File: config.mk
export PLATFORM = sky130hd
export DESIGN_NAME = sha1_hash
export DESIGN_NICKNAME = d
export VERILOG_FILES = /design/src/rtl/sha1_pkg.sv /design/src/rtl/sha1_fifo.sv /design/src/rtl/sha1_front.sv /design/src/rtl/sha1_core.sv /design/src/rtl/sha1_hash.sv
export SDC_FILE = /design/constraint.sdc
export NUM_CORES = 2
export LEC_CHECK = 0
export BUFFER_PORTS_ARGS = -buffer_cell sky130_fd_sc_hd__clkbuf_2
export CAP_MARGIN = 15
export CORE_MARGIN = 3
export CORE_UTILIZATION = 45
export CTS_CLUSTER_DIAMETER = 200
export DETAILED_ROUTE_END_ITERATION = 10
export PLACE_DENSITY = 0.73
export SLEW_MARGIN = 20
export SYNTH_ARGS = -nofsm -noshare
export SYNTH_HDL_FRONTEND = slang
export SYNTH_SLANG_ARGS = --single-unit
File: constraint.sdc
create_clock -name clk_i -period 12.9 [get_ports clk_i]
set_input_delay 1.29 -clock clk_i [delete_from_list [all_inputs] [get_ports clk_i]]
set_output_delay 1.29 -clock clk_i [all_outputs]
set_load 0.005 [all_outputs]
File: src/rtl/sha1_pkg.sv
`timescale 1ns / 1ps
// Shared types and constants for the SHA-1 hash engine.
package sha1_pkg;

  localparam int unsigned WordW     = 32;
  localparam int unsigned FifoDepth = 4;
  localparam int unsigned FifoPtrW  = $clog2(FifoDepth);
  localparam int unsigned FifoCntW  = $clog2(FifoDepth + 1);

  localparam logic [WordW-1:0] H0Init = 32'h6745_2301;
  localparam logic [WordW-1:0] H1Init = 32'hEFCD_AB89;
  localparam logic [WordW-1:0] H2Init = 32'h98BA_DCFE;
  localparam logic [WordW-1:0] H3Init = 32'h1032_5476;
  localparam logic [WordW-1:0] H4Init = 32'hC3D2_E1F0;

  localparam logic [WordW-1:0] K0 = 32'h5A82_7999;
  localparam logic [WordW-1:0] K1 = 32'h6ED9_EBA1;
  localparam logic [WordW-1:0] K2 = 32'h8F1B_BCDC;
  localparam logic [WordW-1:0] K3 = 32'hCA62_C1D6;

  localparam logic [7:0] PadByte = 8'h80;

  // One big-endian message word headed for the compression core
  typedef struct packed {
    logic [WordW-1:0] word;
    logic             is_final;  // last word of the last block of a message
  } word_entry_t;

endpackage

File: src/rtl/sha1_fifo.sv
`timescale 1ns / 1ps
// Short word queue between the byte front end and the compression core.
module sha1_fifo (
  input  logic                 clk_i,
  input  logic                 rst_ni,
  input  logic                 push_i,
  input  sha1_pkg::word_entry_t push_entry_i,
  output logic                 full_o,
  input  logic                 pop_i,
  output sha1_pkg::word_entry_t pop_entry_o,
  output logic                 empty_o
);
  import sha1_pkg::*;

  word_entry_t         mem_q [FifoDepth];
  logic [FifoPtrW-1:0] wr_q, rd_q;
  logic [FifoCntW-1:0] cnt_q;

  assign full_o      = (cnt_q == FifoCntW'(FifoDepth));
  assign empty_o     = (cnt_q == '0);
  assign pop_entry_o = mem_q[rd_q];

  always_ff @(posedge clk_i) begin
    if (push_i) begin
      mem_q[wr_q] <= push_entry_i;
    end
  end

  always_ff @(posedge clk_i or negedge rst_ni) begin
    if (!rst_ni) begin
      wr_q  <= '0;
      rd_q  <= '0;
      cnt_q <= '0;
    end else begin
      if (push_i) begin
        wr_q <= wr_q + 1'b1;
      end
      if (pop_i) begin
        rd_q <= rd_q + 1'b1;
      end
      unique case ({push_i, pop_i})
        2'b10:   cnt_q <= cnt_q + 1'b1;
        2'b01:   cnt_q <= cnt_q - 1'b1;
        default: cnt_q <= cnt_q;
      endcase
    end
  end

  a_no_overflow: assert property (@(posedge clk_i) disable iff (!rst_ni)
    push_i |-> (!full_o || pop_i))
    else $error("word queue overflow");

  a_no_underflow: assert property (@(posedge clk_i) disable iff (!rst_ni)
    pop_i |-> !empty_o)
    else $error("word queue underflow");

endmodule

File: src/rtl/sha1_front.sv
`timescale 1ns / 1ps
// Byte front end: packs bytes into words and generates the message padding.
module sha1_front (
  input  logic                  clk_i,
  input  logic                  rst_ni,
  input  logic                  in_valid_i,
  output logic                  in_stall_o,
  input  logic [7:0]            message_byte_i,
  input  logic                  last_byte_i,
  output logic                  push_o,
  output sha1_pkg::word_entry_t push_entry_o,
  input  logic                  fifo_full_i
);
  import sha1_pkg::*;

  typedef enum logic [2:0] {
    StCollect,
    StMark,
    StZero,
    StLenHi,
    StLenLo
  } state_e;

  state_e       state_q;
  logic [60:0]  cnt_q;
  logic [60:0]  len_q;
  logic [23:0]  part_q;
  logic [3:0]   widx_q;
  logic         accept;
  logic [1:0]   pos;
  logic [60:0]  cnt_inc;
  state_e       pad_next;

  assign in_stall_o = (state_q != StCollect) || fifo_full_i;
  assign accept     = in_valid_i && !in_stall_o;
  assign pos        = cnt_q[1:0];
  assign cnt_inc    = cnt_q + 61'd1;
  // the length goes into words 14 and 15 of a block
  assign pad_next   = ((widx_q + 4'd1) == 4'd14) ? StLenHi : StZero;

  always_comb begin
    push_o                = 1'b0;
    push_entry_o.word     = '0;
    push_entry_o.is_final = 1'b0;
    unique case (state_q)
      StCollect: begin
        push_o = accept && ((pos == 2'd3) || last_byte_i);
        unique case (pos)
          2'd0:    push_entry_o.word = {message_byte_i, PadByte, 16'h0000};
          2'd1:    push_entry_o.word = {part_q[7:0], message_byte_i, PadByte, 8'h00};
          2'd2:    push_entry_o.word = {part_q[15:0], message_byte_i, PadByte};
          default: push_entry_o.word = {part_q, message_byte_i};
        endcase
      end
      StMark: begin
        push_o            = !fifo_full_i;
        push_entry_o.word = {PadByte, 24'h000000};
      end
      StZero: begin
        push_o = !fifo_full_i;
      end
      StLenHi: begin
        push_o            = !fifo_full_i;
        push_entry_o.word = len_q[60:29];
      end
      default: begin
        push_o                = !fifo_full_i;
        push_entry_o.word     = {len_q[28:0], 3'b000};
        push_entry_o.is_final = 1'b1;
      end
    endcase
  end

  always_ff @(posedge clk_i or negedge rst_ni) begin
    if (!rst_ni) begin
      state_q <= StCollect;
      cnt_q   <= '0;
      len_q   <= '0;
      part_q  <= '0;
      widx_q  <= '0;
    end else begin
      if (push_o) begin
        widx_q <= widx_q + 4'd1;
      end
      unique case (state_q)
        StCollect: begin
          if (accept) begin
            part_q <= {part_q[15:0], message_byte_i};
            if (last_byte_i) begin
              len_q   <= cnt_inc;
              cnt_q   <= '0;
              state_q <= (pos == 2'd3) ? StMark : pad_next;
            end else begin
              cnt_q <= cnt_inc;
            end
          end
        end
        StMark, StZero: begin
          if (push_o) begin
            state_q <= pad_next;
          end
        end
        StLenHi: begin
          if (push_o) begin
            state_q <= StLenLo;
          end
        end
        default: begin
          if (push_o) begin
            state_q <= StCollect;
          end
        end
      endcase
    end
  end

  a_count_restarts: assert property (@(posedge clk_i) disable iff (!rst_ni)
    (accept && last_byte_i) |=> (cnt_q == '0 && state_q != StCollect))
    else $error("byte count not restarted after last item");

endmodule

File: src/rtl/sha1_core.sv
`timescale 1ns / 1ps
// Compression core: loads 16 words, runs 80 rounds, folds into the chain, emits digest.
module sha1_core (
  input  logic                  clk_i,
  input  logic                  rst_ni,
  output logic                  pop_o,
  input  sha1_pkg::word_entry_t entry_i,
  input  logic                  empty_i,
  output logic [31:0]           digest_h0_o,
  output logic [31:0]           digest_h1_o,
  output logic [31:0]           digest_h2_o,
  output logic [31:0]           digest_h3_o,
  output logic [31:0]           digest_h4_o,
  output logic                  out_valid_o,
  input  logic                  out_stall_i
);
  import sha1_pkg::*;

  typedef enum logic [1:0] {
    StLoad,
    StRound,
    StAdd,
    StEmit
  } state_e;

  state_e           state_q;
  logic [WordW-1:0] w_q [16];
  logic [WordW-1:0] a_q, b_q, c_q, d_q, e_q;
  logic [WordW-1:0] h_q [5];
  logic [WordW-1:0] dig_q [5];
  logic [6:0]       rnd_q;
  logic [3:0]       ld_cnt_q;
  logic             final_q;
  logic             out_valid_q;
  logic [WordW-1:0] f, k, t_sum, w_new, w_mix;
  logic             emit_go;

  assign pop_o   = (state_q == StLoad) && !empty_i;
  assign emit_go = !out_valid_q || !out_stall_i;

  always_comb begin
    priority if (rnd_q < 7'd20) begin
      f = (b_q & c_q) | (~b_q & d_q);
      k = K0;
    end else if (rnd_q < 7'd40) begin
      f = b_q ^ c_q ^ d_q;
      k = K1;
    end else if (rnd_q < 7'd60) begin
      f = (b_q & c_q) | (b_q & d_q) | (c_q & d_q);
      k = K2;
    end else begin
      f = b_q ^ c_q ^ d_q;
      k = K3;
    end
  end

  // window holds W[t..t+15]; W[t+16] comes from taps 13, 8, 2 and 0
  assign w_mix = w_q[13] ^ w_q[8] ^ w_q[2] ^ w_q[0];
  assign w_new = {w_mix[30:0], w_mix[31]};
  assign t_sum = {a_q[26:0], a_q[31:27]} + f + e_q + k + w_q[0];

  always_ff @(posedge clk_i) begin
    if (pop_o || state_q == StRound) begin
      for (int i = 0; i < 15; i++) begin
        w_q[i] <= w_q[i+1];
      end
      w_q[15] <= (state_q == StRound) ? w_new : entry_i.word;
    end
    if (state_q == StEmit && emit_go) begin
      for (int i = 0; i < 5; i++) begin
        dig_q[i] <= h_q[i];
      end
    end
  end

  always_ff @(posedge clk_i or negedge rst_ni) begin
    if (!rst_ni) begin
      state_q     <= StLoad;
      a_q         <= '0;
      b_q         <= '0;
      c_q         <= '0;
      d_q         <= '0;
      e_q         <= '0;
      h_q[0]      <= H0Init;
      h_q[1]      <= H1Init;
      h_q[2]      <= H2Init;
      h_q[3]      <= H3Init;
      h_q[4]      <= H4Init;
      rnd_q       <= '0;
      ld_cnt_q    <= '0;
      final_q     <= 1'b0;
      out_valid_q <= 1'b0;
    end else begin
      if (state_q == StEmit && emit_go) begin
        out_valid_q <= 1'b1;
      end else if (out_valid_q && !out_stall_i) begin
        out_valid_q <= 1'b0;
      end
      unique case (state_q)
        StLoad: begin
          if (pop_o) begin
            ld_cnt_q <= ld_cnt_q + 4'd1;
            if (ld_cnt_q == 4'd15) begin
              final_q <= entry_i.is_final;
              a_q     <= h_q[0];
              b_q     <= h_q[1];
              c_q     <= h_q[2];
              d_q     <= h_q[3];
              e_q     <= h_q[4];
              rnd_q   <= '0;
              state_q <= StRound;
            end
          end
        end
        StRound: begin
          a_q   <= t_sum;
          b_q   <= a_q;
          c_q   <= {b_q[1:0], b_q[31:2]};
          d_q   <= c_q;
          e_q   <= d_q;
          rnd_q <= rnd_q + 7'd1;
          if (rnd_q == 7'd79) begin
            state_q <= StAdd;
          end
        end
        StAdd: begin
          h_q[0]  <= h_q[0] + a_q;
          h_q[1]  <= h_q[1] + b_q;
          h_q[2]  <= h_q[2] + c_q;
          h_q[3]  <= h_q[3] + d_q;
          h_q[4]  <= h_q[4] + e_q;
          state_q <= final_q ? StEmit : StLoad;
        end
        default: begin
          // wait for the previous digest to leave before overwriting it
          if (emit_go) begin
            h_q[0]      <= H0Init;
            h_q[1]      <= H1Init;
            h_q[2]      <= H2Init;
            h_q[3]      <= H3Init;
            h_q[4]      <= H4Init;
            state_q     <= StLoad;
          end
        end
      endcase
    end
  end

  assign out_valid_o = out_valid_q;
  assign digest_h0_o = dig_q[0];
  assign digest_h1_o = dig_q[1];
  assign digest_h2_o = dig_q[2];
  assign digest_h3_o = dig_q[3];
  assign digest_h4_o = dig_q[4];

  a_round_bound: assert property (@(posedge clk_i) disable iff (!rst_ni)
    (state_q == StRound) |-> (rnd_q <= 7'd79))
    else $error("round counter out of range");

  a_emit_fires: assert property (@(posedge clk_i) disable iff (!rst_ni)
    (state_q == StEmit && !out_valid_q) |=> (out_valid_q && state_q == StLoad))
    else $error("digest not presented");

endmodule

File: src/rtl/sha1_hash.sv
`timescale 1ns / 1ps
// Top level of the SHA-1 hash engine.
//
// Input channel: one message byte per item on message_byte_i, with last_byte_i
// set on the final byte of a message. An item is taken when in_valid_i is high
// and in_stall_o is low. After a last byte the input stalls while the padding
// and length words are queued, one a cycle whenever the queue has room.
// Output channel: one 160-bit digest per message on digest_h0_o..digest_h4_o,
// most significant word first, held while out_stall_i is high.
// Throughput: bytes enter at one per cycle until the four-word queue to the
// compression core fills; each 64-byte block costs 80 rounds and a fold into
// the chain in the core plus a load of 16 words, but the queue holds only 16
// bytes, so the other 48 arrive during the load at one a cycle.
// After the last byte, the padding words are queued at one a cycle while the
// queue has room, and the final one or two blocks are then compressed.
// A stalled digest does not block the core until a second digest is ready.
// Reset loads the standard initial chain words and clears all counters.
module sha1_hash (
  input  logic        clk_i,
  input  logic        rst_ni,
  input  logic        in_valid_i,
  output logic        in_stall_o,
  input  logic [7:0]  message_byte_i,
  input  logic        last_byte_i,
  output logic        out_valid_o,
  input  logic        out_stall_i,
  output logic [31:0] digest_h0_o,
  output logic [31:0] digest_h1_o,
  output logic [31:0] digest_h2_o,
  output logic [31:0] digest_h3_o,
  output logic [31:0] digest_h4_o
);
  import sha1_pkg::*;

  word_entry_t push_entry, pop_entry;
  logic        push, pop, full, empty;

  sha1_front u_front (
    .clk_i          (clk_i),
    .rst_ni         (rst_ni),
    .in_valid_i     (in_valid_i),
    .in_stall_o     (in_stall_o),
    .message_byte_i (message_byte_i),
    .last_byte_i    (last_byte_i),
    .push_o         (push),
    .push_entry_o   (push_entry),
    .fifo_full_i    (full)
  );

  sha1_fifo u_fifo (
    .clk_i        (clk_i),
    .rst_ni       (rst_ni),
    .push_i       (push),
    .push_entry_i (push_entry),
    .full_o       (full),
    .pop_i        (pop),
    .pop_entry_o  (pop_entry),
    .empty_o      (empty)
  );

  sha1_core u_core (
    .clk_i       (clk_i),
    .rst_ni      (rst_ni),
    .pop_o       (pop),
    .entry_i     (pop_entry),
    .empty_i     (empty),
    .digest_h0_o (digest_h0_o),
    .digest_h1_o (digest_h1_o),
    .digest_h2_o (digest_h2_o),
    .digest_h3_o (digest_h3_o),
    .digest_h4_o (digest_h4_o),
    .out_valid_o (out_valid_o),
    .out_stall_i (out_stall_i)
  );

endmodule
==> results_dict.tcl <==
set metrics [dict create \
    fp.dieW_um 375 \
    hold_class "reg2reg" \
    setup_viol 0 \
    skew_ns 0.0353 \
    die_y_um 375 \
    drt_iter0_drc 3781 \
    grt_pass1_wl_um 233000 \
    grt_pass1_vias 37726 \
    final.setup.tns_ns 0 \
    rsz0062_at_grt "false" \
    wl_per_cell_um 21.8 \
    report.final.slew_viol_count 0 \
    drtAntennaViolNets 0 \
    routed_wl_um 153000 \
    placed_cells 6768 \
    cts_setup_buffers 0 \
    finalCritPeriodShare_pct 57.3 \
    viasPerCell 5.58 \
    hpwl_um 107000 \
    syn-num-nets 5360 \
    async_reset_ff_share_pct 38.1 \
    clk-insertion-delay-late_ns 0.78 \
    io_buffers 174 \
    critPathMaxStageDelay_ns 0.57 \
    cpMostUsedCell "nor2_1" \
    cp-end-kind "flop" \
    drc 0 \
    synth_cells 4985 \
    yosysTopAreaCellShare_pct 39.4 \
    cp_max_fo 35 \
    nets 5510 \
    numClockSinks 1299 \
    syn2layout_area_growth_pct 11.7 \
    dieArea_sq_mm 0.141 \
    antenna_found_initial 4 \
    ys_ff_latch 1299 \
    clockBufferDepth 3 \
    critPathRequiredTime_ns 13.57 \
    syn_avg_cell_area_sq_um 12.3 \
    worst_pin_slew_ns 1.10 \
    grtUsageTotal_pct 21.6 \
    cts_resized 0 \
    io_pins 175 \
    syn-cell-area_sq_mm 0.0613 \
    globalplace.congestion 0.944 \
    cts_made_buffers 133 \
    grt-ovfl-total 0 \
    seq_area_frac_synth_pct 59.8 \
    relSlewSlack_pct 26.8 \
    cts_tree "built" \
    yosys.area.top_type "edfxtp_1" \
    start_kind "flop" \
    vias 39136 \
    fin_crit_ns 7.39 \
    path_clk_slew_ns 0.07 \
    initial_utilization_pct 45.6 \
    fmax_ghz 0.135 \
    synth_edf_count 804 \
    synth_flop_cell "edfxtp_1" \
    cts_root_buf "clkbuf_16" \
    synthTopCellsByArea "edfxtp_1, dfrtp_1, ha_1" \
    fin_cells 7014 \
    critPathKind "reg2reg" \
    drive_gt1_share_pct 11.0 \
    num_rows 134 \
    finalHoldViolCount 0 \
    maxCapViolCount 0 \
    first_pass_iters 8 \
    outcome "completed" \
    ys_warn_count 0 \
    hold_buffers 0 \
    htreeDepth 4 \
    synth_cell_types 82 \
    core-area_sq_mm 0.134 \
    cp_data_arrival_time_ns 8.06 \
    cp_slowest_cell "fa_1" \
    grt_max_degree 217 \
]
kinds of logic after synthesis:
kind of cell	share of synthesized area, %
DFF	59.8
AOI/OAI and AO/OA	11.6
and+or+nand+nor	8.21
buffers and inverters	2.82
adders and majority gates	8.92
xor gates and xnor gates	4.87
muxes	3.77
placed cells by master, fill, tap and decap left out, types with 23 or more instances in the layout:
master and instances:
edfxtp_1 804, clkbuf_1 34, xnor2_1 226, a22oi_1 29
ha_1 236, nor3_1 32, xor2_1 115, a21o_1 94
fa_1 125, o31ai_1 33, nor2b_1 41, buf_4 38
nand2_1 603, mux4_2 33, mux2i_1 153, nand3_1 43
a21oi_1 280, o21ai_0 502, clkbuf_2 173, o21bai_1 28
a31oi_1 23, dfstp_2 80, nor2_1 287, clkbuf_16 134
dfrtp_1 413, and3_1 47, inv_1 237
cell type report:
class,instances,area [sq um]
Fill cell,11225,65800
Timing Repair Buffer,216,1240
Inverter,239,898
Antenna cell,1,2.50
Sequential cell,1299,36600
Clock inverter,70,913
Multi-Input combinational cell,3246,23000
Tap cell,1768,2210
Clock buffer,175,3580
stage by stage:
stage	util [%]	setup slack [ns]	cell area [sq um]	hold slack, ns
after floorplan	-	4.76	61300	0.400
after global placement	47.6	5.68	64000	0.400
after detailed placement	47.6	5.56	64000	0.405
after CTS	51.0	5.57	68500	0.390
after global routing	51.0	5.03	68500	0.403
final	51.0	5.51	68500	0.400
sequential cells by signal, summed over array words and instances, names as in the netlist, 61 cells and up:
name / flops
u_front.len_q: 61
u_core.dig_q: 160
u_fifo.mem_q: 132
u_core.h_q: 160
u_front.cnt_q: 61
u_core.w_q: 512
worst max-delay path, delay by kind of cell, from the launching register on:
kind / cells / cell delay (ns)
XOR/XNOR: 1 / 0.19
adder cells (fa/ha/maj): 4 / 1.82
buffers and inverters: 5 / 1.10
AO/OA/AOI/OAI: 10 / 2.79
flip-flops: 1 / 0.45
AND/OR/NAND/NOR: 5 / 0.93
final timing paths:
path	from	to	slack (ns)	depth (start not counted)
worst max-delay path	u_core.rnd_q[2]$_DFFE_PN0P_	u_core.a_q[26]$_DFFE_PN0P_	5.51	25
worst min-delay path	u_core.w_q[1][87]$_DFFE_PP_	u_core.w_q[1][55]$_DFFE_PP_	0.40	0
worst max register to register	u_core.rnd_q[2]$_DFFE_PN0P_	u_core.a_q[26]$_DFFE_PN0P_	5.51	25
worst min register to register	u_core.w_q[1][87]$_DFFE_PP_	u_core.w_q[1][55]$_DFFE_PP_	0.40	0
max in group asynchronous	rst_ni	u_core.b_q[12]$_DFFE_PN0P_	10.51	3
min in group asynchronous	rst_ni	u_core.e_q[5]$_DFFE_PN0P_	0.48	1
layer usage:
layer	vias up	GRT usage [%]	routed length (um)
met2	1348	33.9	70100
met5	-	0	28
li1	18141	-	-
met3	289	3.63	9580
met4	4	9.25	6460
met1	19354	29.9	66600
synth_stat cells (115+ instances only):
cell type	n
a21oi_1	282
xor2_1	115
ha_1	237
inv_1	238
nand2_1	606
clkbuf_1	169
mux2i_1	153
fa_1	125
edfxtp_1	804
dfrtp_1	415
nor2_1	288
xnor2_1	226
o21ai_0	504
Power is left out: the tool's default activity adds up to more than one toggle a clock period on the data nets, which glitch-free logic cannot reach.
